==> config.mk <==
export PLATFORM = sky130hd
export DESIGN_NAME = haplotype_window_phase_flip_unit
export DESIGN_NICKNAME = d
export VERILOG_FILES = /design/src/hwpf_pkg.sv /design/src/haplotype_window_phase_flip_unit.sv /design/src/hwpf_hist_ram.sv /design/src/hwpf_decide.sv
export SDC_FILE = /design/constraint.sdc
export NUM_CORES = 2
export LEC_CHECK = 0
export BUFFER_PORTS_ARGS = -buffer_cell sky130_fd_sc_hd__buf_2
export CAP_MARGIN = 20
export CORE_AREA = 4 4 501 503
export DETAILED_ROUTE_END_ITERATION = 8
export DIE_AREA = 0 0 505 507
export PLACE_DENSITY = 0.58
export SYNTH_ARGS = -nofsm -noshare
export SYNTH_HDL_FRONTEND = slang
export SYNTH_SLANG_ARGS = --single-unit
==> constraint.sdc <==
create_clock -name clk_i -period 13.9 [get_ports clk_i]
set_clock_uncertainty 0.05 [all_clocks]
set_input_delay 0.695 -clock clk_i [delete_from_list [all_inputs] [get_ports clk_i]]
set_output_delay 0.695 -clock clk_i [all_outputs]
set_load 0.005 [all_outputs]
==> src/hwpf_pkg.sv <==
// Shared constants, beat types and match functions for the haplotype window phase flip unit.
package hwpf_pkg;

  localparam int unsigned LOOKBACK      = 4;
  localparam int unsigned MAX_READS     = 128;
  localparam int unsigned IDX_W         = $clog2(MAX_READS);
  localparam int unsigned CODE_W        = 4;
  localparam int unsigned HIST_W        = CODE_W * LOOKBACK;
  localparam int unsigned CNT_W         = 9;
  localparam int unsigned POS_W         = 3;

  localparam logic [CODE_W-1:0] CODE_PADDING  = 4'd0;
  localparam logic [CODE_W-1:0] CODE_DELETION = 4'd5;
  localparam logic [CNT_W-1:0]  COUNT_MAX     = '1;

  typedef struct packed {
    logic              new_region;
    logic [IDX_W-1:0]  read_index;
    logic [CODE_W-1:0] basecall;
    logic [CODE_W-1:0] hap0_class;
    logic [CODE_W-1:0] hap1_class;
    logic              last_read;
  } in_t;

  typedef struct packed {
    logic             swap;
    logic             decided;
    logic [CNT_W-1:0] keep_support;
    logic [CNT_W-1:0] cross_support;
  } out_t;

  // Item held in the compare stage, waiting on the history read.
  typedef struct packed {
    logic vld;
    in_t  item;
  } stage_t;

  function automatic logic call_matches(logic [CODE_W-1:0] raw, logic [CODE_W-1:0] cls);
    logic m;
    if (raw == CODE_PADDING) begin
      m = 1'b0;
    end else if (raw == CODE_DELETION) begin
      m = (cls == '0);
    end else begin
      m = (raw == cls);
    end
    return m;
  endfunction

  function automatic logic hist_matches(logic [HIST_W-1:0] calls, logic [HIST_W-1:0] classes);
    logic m;
    m = 1'b1;
    for (int unsigned k = 0; k < LOOKBACK; k++) begin
      m &= call_matches(calls[k*CODE_W +: CODE_W], classes[k*CODE_W +: CODE_W]);
    end
    return m;
  endfunction

endpackage

==> src/haplotype_window_phase_flip_unit.sv <==
// Top level of the haplotype window phase flip unit.
// Takes one read basecall beat per cycle while the input is not stalled. A beat reads
// its read's history from a 128-entry memory when it is accepted and waits in the
// compare stage register; it is compared and written back when it leaves that stage,
// and a last-read beat places its result in the output register at that same edge. A
// back-to-back beat of the same read takes the written-back history from a bypass
// register. The input stalls only while a last-read beat waits for a result still held downstream.
module haplotype_window_phase_flip_unit
  import hwpf_pkg::*;
(
  input  logic clk_i,
  input  logic rst_ni,
  input  logic in_valid_i,
  output logic in_stall_o,
  input  in_t  in_i,
  output logic out_valid_o,
  input  logic out_stall_i,
  output out_t out_o
);

  logic              s1_vld_q;
  in_t               s1_item_q;
  stage_t            s1;
  logic              fire, in_acc;
  logic [HIST_W-1:0] rd_data, read_hist, new_hist;
  logic              byp_vld_q;
  logic [IDX_W-1:0]  byp_addr_q;
  logic [HIST_W-1:0] byp_data_q;

  assign s1         = '{vld: s1_vld_q, item: s1_item_q};
  assign in_stall_o = s1_vld_q && !fire;
  assign in_acc     = in_valid_i && !in_stall_o;

  always_ff @(posedge clk_i or negedge rst_ni) begin
    if (!rst_ni) begin
      s1_vld_q  <= 1'b0;
      byp_vld_q <= 1'b0;
    end else begin
      if (in_acc) begin
        s1_vld_q <= 1'b1;
      end else if (fire) begin
        s1_vld_q <= 1'b0;
      end
      if (fire) begin
        byp_vld_q <= 1'b1;
      end
    end
  end

  always_ff @(posedge clk_i) begin
    if (in_acc) begin
      s1_item_q <= in_i;
    end
    if (fire) begin
      byp_addr_q <= s1_item_q.read_index;
      byp_data_q <= new_hist;
    end
  end

  // Take the history written at the read edge from the bypass.
  assign read_hist = (byp_vld_q && byp_addr_q == s1_item_q.read_index) ? byp_data_q : rd_data;
  assign new_hist  = HIST_W'({read_hist, s1_item_q.basecall});

  hwpf_hist_ram u_ram (
    .clk_i     (clk_i),
    .rd_en_i   (in_acc),
    .rd_addr_i (in_i.read_index),
    .wr_en_i   (fire),
    .wr_addr_i (s1_item_q.read_index),
    .wr_data_i (new_hist),
    .rd_data_o (rd_data)
  );

  hwpf_decide u_decide (
    .clk_i       (clk_i),
    .rst_ni      (rst_ni),
    .stage_i     (s1),
    .read_hist_i (read_hist),
    .fire_o      (fire),
    .out_valid_o (out_valid_o),
    .out_o       (out_o),
    .out_stall_i (out_stall_i)
  );

endmodule

==> src/hwpf_hist_ram.sv <==
// Per-read basecall history memory: one write port, one registered read port.
module hwpf_hist_ram
  import hwpf_pkg::*;
(
  input  logic              clk_i,
  input  logic              rd_en_i,
  input  logic [IDX_W-1:0]  rd_addr_i,
  input  logic              wr_en_i,
  input  logic [IDX_W-1:0]  wr_addr_i,
  input  logic [HIST_W-1:0] wr_data_i,
  output logic [HIST_W-1:0] rd_data_o
);

  logic [HIST_W-1:0] mem_q [MAX_READS];
  logic [HIST_W-1:0] rd_data_q;

  always_ff @(posedge clk_i) begin
    if (wr_en_i) begin
      mem_q[wr_addr_i] <= wr_data_i;
    end
    if (rd_en_i) begin
      rd_data_q <= mem_q[rd_addr_i];
    end
  end

  assign rd_data_o = rd_data_q;

endmodule

==> src/hwpf_decide.sv <==
// Window match counting, haplotype history, swap decision and the result register.
module hwpf_decide
  import hwpf_pkg::*;
(
  input  logic              clk_i,
  input  logic              rst_ni,
  input  stage_t            stage_i,
  input  logic [HIST_W-1:0] read_hist_i,
  output logic              fire_o,
  output logic              out_valid_o,
  output out_t              out_o,
  input  logic              out_stall_i
);

  logic [2*HIST_W-1:0] hap_q;
  logic [CNT_W-1:0]    unflip_q, flip_q;
  logic [POS_W-1:0]    pos_q;
  logic                out_vld_q;
  out_t                out_q;

  in_t                 item;
  logic [CNT_W-1:0]    base_u, base_f, sum_u, sum_f;
  logic [CNT_W:0]      raw_u, raw_f;
  logic [POS_W-1:0]    pos_base;
  logic [HIST_W-1:0]   h0, h1;
  logic                m0, m1, b0, b1;
  logic [1:0]          add_u, add_f;
  logic                full, swap, out_free;
  logic [CODE_W-1:0]   n0, n1;

  always_comb begin
    item     = stage_i.item;
    h0       = hap_q[HIST_W-1:0];
    h1       = hap_q[2*HIST_W-1:HIST_W];
    // A new region clears the window before the beat counts.
    base_u   = item.new_region ? '0 : unflip_q;
    base_f   = item.new_region ? '0 : flip_q;
    pos_base = item.new_region ? '0 : pos_q;
    m0       = hist_matches(read_hist_i, h0);
    m1       = hist_matches(read_hist_i, h1);
    b0       = call_matches(item.basecall, item.hap0_class);
    b1       = call_matches(item.basecall, item.hap1_class);
    add_u    = 2'({1'b0, m0 & b0}) + 2'({1'b0, m1 & b1});
    add_f    = 2'({1'b0, m0 & b1}) + 2'({1'b0, m1 & b0});
    raw_u    = {1'b0, base_u} + (CNT_W+1)'(add_u);
    raw_f    = {1'b0, base_f} + (CNT_W+1)'(add_f);
    sum_u    = raw_u[CNT_W] ? COUNT_MAX : raw_u[CNT_W-1:0];
    sum_f    = raw_f[CNT_W] ? COUNT_MAX : raw_f[CNT_W-1:0];
    full     = (pos_base >= POS_W'(LOOKBACK));
    swap     = full && (sum_f > sum_u);
    n0       = swap ? item.hap1_class : item.hap0_class;
    n1       = swap ? item.hap0_class : item.hap1_class;
    out_free = !out_vld_q || !out_stall_i;
    fire_o   = stage_i.vld && (!item.last_read || out_free);
  end

  always_ff @(posedge clk_i or negedge rst_ni) begin
    if (!rst_ni) begin
      hap_q     <= '0;
      unflip_q  <= '0;
      flip_q    <= '0;
      pos_q     <= '0;
      out_vld_q <= 1'b0;
    end else begin
      if (fire_o && item.last_read) begin
        out_vld_q <= 1'b1;
      end else if (!out_stall_i) begin
        out_vld_q <= 1'b0;
      end
      if (fire_o) begin
        if (item.last_read) begin
          hap_q     <= {HIST_W'({h1, n1}), HIST_W'({h0, n0})};
          pos_q     <= full ? pos_base : pos_base + 1'b1;
          unflip_q  <= '0;
          flip_q    <= '0;
        end else begin
          pos_q    <= pos_base;
          unflip_q <= sum_u;
          flip_q   <= sum_f;
        end
      end
    end
  end

  always_ff @(posedge clk_i) begin
    if (fire_o && item.last_read) begin
      out_q.swap          <= swap;
      out_q.decided       <= full;
      out_q.keep_support  <= full ? sum_u : '0;
      out_q.cross_support <= full ? sum_f : '0;
    end
  end

  assign out_valid_o = out_vld_q;
  assign out_o       = out_q;

endmodule
==> results.toml <==
[synthesis]
yosys.area_share.simple_pct = 3.21
synth_edf_count = 2128
synth.area.mux_share_pct = 16.7
synth_compound_area_share_pct = 1.97
synth_ff_type = "edfxtp_1"
synth.cell_area_um2 = 85800
yosys_warnings = 0
synthCells = 4045
syn_nets = 4082
synth_top_family_by_area = "multiplexers"
ys_ff_latch = 2184
ys_seq_area_share_pct = 76.1
avgSynthCellArea_um2 = 21.2
synthXorXnorAreaFrac_pct = 0.470
ys_types = 69
synth_fa_ha_area_share_pct = 0.219
ys_async_sr_fraction_pct = 2.56

[drt]
drt-total-wl_um = 212000
final_antenna_net_count = 0
viasPerCell = 5.40
via_count = 41600
wl_per_cell_um = 27.5
drt_iter0_drc = 4689
drc = 0
dr.pass1.iters = 6

[timing]
worst_slew_pin_slew_ns = 1.12
period_needed_ns = 6.72
fmax_ghz = 0.149
final-setup-viol-count = 0
tns_ns = 0
hold_viol = 0
rsz0062_at_grt = "false"
setup_slack_ns = 7.18
maxSlewViolCount = 0
fin_crit_sh_pct = 48.3
max_slew_margin_pct = 25.6

[global_routing]
grt_pass1_vias = 41800
grt_use_total_pct = 16.3
grt_pass1_wl_um = 307000
grt_max_degree = 105
antenna_found_initial = 6
overflow = 0

[cts]
cts_sinks = 2184
cts-resized-gates = 0
cts_made_buffers = 212
hold_buffers = 16
clk_pin_slew_ns = 0.06
cts_tree = "yes"
cts_root_buf = "clkbuf_16"
insertion_delay_ns = 0.86
cts_max_path_buffers = 3
cts_setup_buffers = 0
cts_htree_levels = 4

[worst_setup_path]
end_kind = "flip-flop"
crit_type = "flip-flop to flip-flop"
path_max_fanout = 67
cp_common_cell = "o21ai_0"
arrival_ns = 7.40
path_buf_inv = 0
critPathLaunchType = "flip-flop"
required_ns = 14.58
max_stage_delay_ns = 0.54
crit_family = "compound AO/OA/AOI/OAI gates"
cp_cell_sequence = "xnor2_1 -> nand4_1 -> o21ai_0 -> nand2_4 -> a221o_1 -> a221o_1 -> nor3_1 -> fa_1 -> nand3_2 -> or3_1 -> or3_1 -> o21ai_0 -> ha_1 -> nand4_1 -> o22a_1 -> o21ai_0 -> maj3_2 -> a2111o_1 -> o221a_1"
crit_path_top_delay_cell = "a221o_1"

[die]
dieArea_um2 = 256000
rows = 182
die-width_um = 505
ios = 47
die_y_um = 507
coreArea_um2 = 246000
start_util_pct = 34.9

[layout]
final_util_pct = 39.9
layout.nets = 4337
syn_to_final_growth_pct = 14.3
fin_area_um2 = 98100
drive_above_1_share_pct = 27.4

[place]
port_buffers = 46
dp.final_hpwl_um = 121000
place_ws_ns = 7.25
gp_congestion = 0.869
place_area_um2 = 90900

[pwr]
finalPower_w = 0.0139
p_per_area_nw_per_um2 = 142
peakVddDrop_mv = 0.151
p_leak_nw = 30.8

[min_path]
hold_path_class = "input pin to flip-flop"

[run]
drv_cap = 0

[outcome]
status = "finished clean"
==> worst register-to-register path, cell delays in order, from the launching register on <==
cell,delay (ns)
edfxtp_1,0.53
xnor2_1,0.29
nand4_1,0.28
o21ai_0,0.43
nand2_4,0.44
a221o_1,0.54
a221o_1,0.35
nor3_1,0.27
fa_1,0.30
nand3_2,0.14
or3_1,0.44
or3_1,0.46
o21ai_0,0.19
ha_1,0.34
nand4_1,0.14
o22a_1,0.15
o21ai_0,0.10
maj3_2,0.33
a2111o_1,0.52
o221a_1,0.30
==> report_power, final <==
group / internal (W) / switching (W) / total, W
combinational: 0.000291 / 0.000565 / 0.000856
clock: 0.00321 / 0.00243 / 0.00564
sequential: 0.00737 / 0.0000667 / 0.00743
==> state kept, by name, summed over array words and instances (netlist names) <==
signal	count
u_decide.pos_q	3
s1_vld_q	1
u_decide.out_o	20
new_hist	4
byp_data_q	16
u_ram.mem_q	2048
u_decide.flip_q	9
u_decide.hap_q	32
byp_vld_q	1
u_decide.out_valid_o	1
u_ram.rd_data_o	16
s1	17
byp_addr_q	7
u_decide.unflip_q	9
==> area by class of cell <==
class                   count  area [um2]
diodes                      4        10.0
clock buffers             265        5620
clock inverters           131        1150
fillers                 21700      148000
inverters                  35         134
multi-input cells        1612       19700
flip-flops and latches   2184       65300
well taps                3220        4030
repair buffers            255        2130
==> path summary, 6_finish.rpt <==
| path | from | to | slack, ns | depth (start not counted) |
|---|---|---|---|---|
| max | s1[15]$_DFFE_PP_ | u_decide.hap_q[18]$_DFFE_PN0P_ | 7.18 | 19 |
| min | in_i[12] | new_hist[3]$_DFFE_PP_ | 0.09 | 1 |
| max reg2reg | s1[15]$_DFFE_PP_ | u_decide.hap_q[18]$_DFFE_PN0P_ | 7.18 | 19 |
| min reg2reg | u_decide.pos_q[1]$_DFFE_PN0P_ | u_decide.pos_q[1]$_DFFE_PN0P_ | 0.44 | 1 |
| max in group asynchronous | rst_ni | u_decide.hap_q[23]$_DFFE_PN0P_ | 12.77 | 3 |
| min in group asynchronous | rst_ni | u_decide.flip_q[4]$_DFFE_PN0P_ | 0.51 | 3 |
==> stage by stage <==
| step | hold WS [ns] | std cells |
|---|---|---|
| floorplan | 0.349 | 4045 |
| CTS | 0.0225 | 7692 |
| detailed placement | 0.426 | 7280 |
| global placement | 0.420 | 7270 |
| finish | 0.0921 | 7706 |
| global route | 0.0584 | 7702 |
==> synthesized netlist by cell type, types with 22 or more instances <==
cell type | n | area share, %
nand2b_1 | 25 | 0.18
buf_2 | 67 | 0.39
mux4_2 | 576 | 15
a22oi_1 | 32 | 0.28
nand3_1 | 25 | 0.15
edfxtp_1 | 2128 | 74
clkbuf_1 | 107 | 0.47
buf_1 | 22 | 0.096
a21oi_1 | 23 | 0.13
nand4_1 | 40 | 0.29
nor2_1 | 198 | 0.87
inv_1 | 33 | 0.14
mux2i_1 | 133 | 1.6
xnor2_1 | 25 | 0.26
nand2_1 | 212 | 0.93
dfrtp_1 | 56 | 1.6
o21ai_0 | 46 | 0.27
==> cells in the final DEF, fill, tap and decap left out, types with 16 or more instances in the layout <==
cell type | synthesis | routed
edfxtp_1 | 2128 | 2128
mux4_2 | 576 | 576
clkbuf_16 | 0 | 217
nand2_1 | 212 | 203
buf_4 | 16 | 172
mux2i_1 | 133 | 133
nor2_1 | 198 | 126
nor2_2 | 0 | 71
clkinv_1 | 2 | 61
dfrtp_1 | 56 | 56
clkbuf_1 | 107 | 47
o21ai_0 | 46 | 45
buf_2 | 67 | 41
nand4_1 | 40 | 40
inv_1 | 33 | 32
a22oi_1 | 32 | 32
clkinv_2 | 0 | 32
xnor2_1 | 25 | 25
nand2b_1 | 25 | 25
a21oi_1 | 23 | 23
nand3_1 | 25 | 23
or2_2 | 21 | 21
xor2_1 | 21 | 21
o211ai_1 | 19 | 19
bufinv_16 | 0 | 19
o22ai_1 | 17 | 17
a31oi_1 | 17 | 17
nor2b_1 | 17 | 16
a311oi_1 | 16 | 16
dlygate4sd3_1 | 0 | 16
==> kinds of logic after synthesis <==
| group | count (synthesis) |
|---|---|
| AND/OR/NAND/NOR | 603 |
| AO/OA/AOI/OAI | 235 |
| buffers and inverters | 249 |
| XOR/XNOR | 46 |
| adder cells (fa/ha/maj) | 14 |
| multiplexers | 714 |
| flip-flops | 2184 |
==> layer usage <==
layer  vias up  share of wire [%]  global-route usage (%)
li1      17400                  -                       -
met1     22400                 43                    23.3
met2      1497                 48                    26.2
met3       280                6.3                    2.53
met4         4                2.3                    4.39
met5         -              0.012                       0
Power figures use the tool's default switching activity.
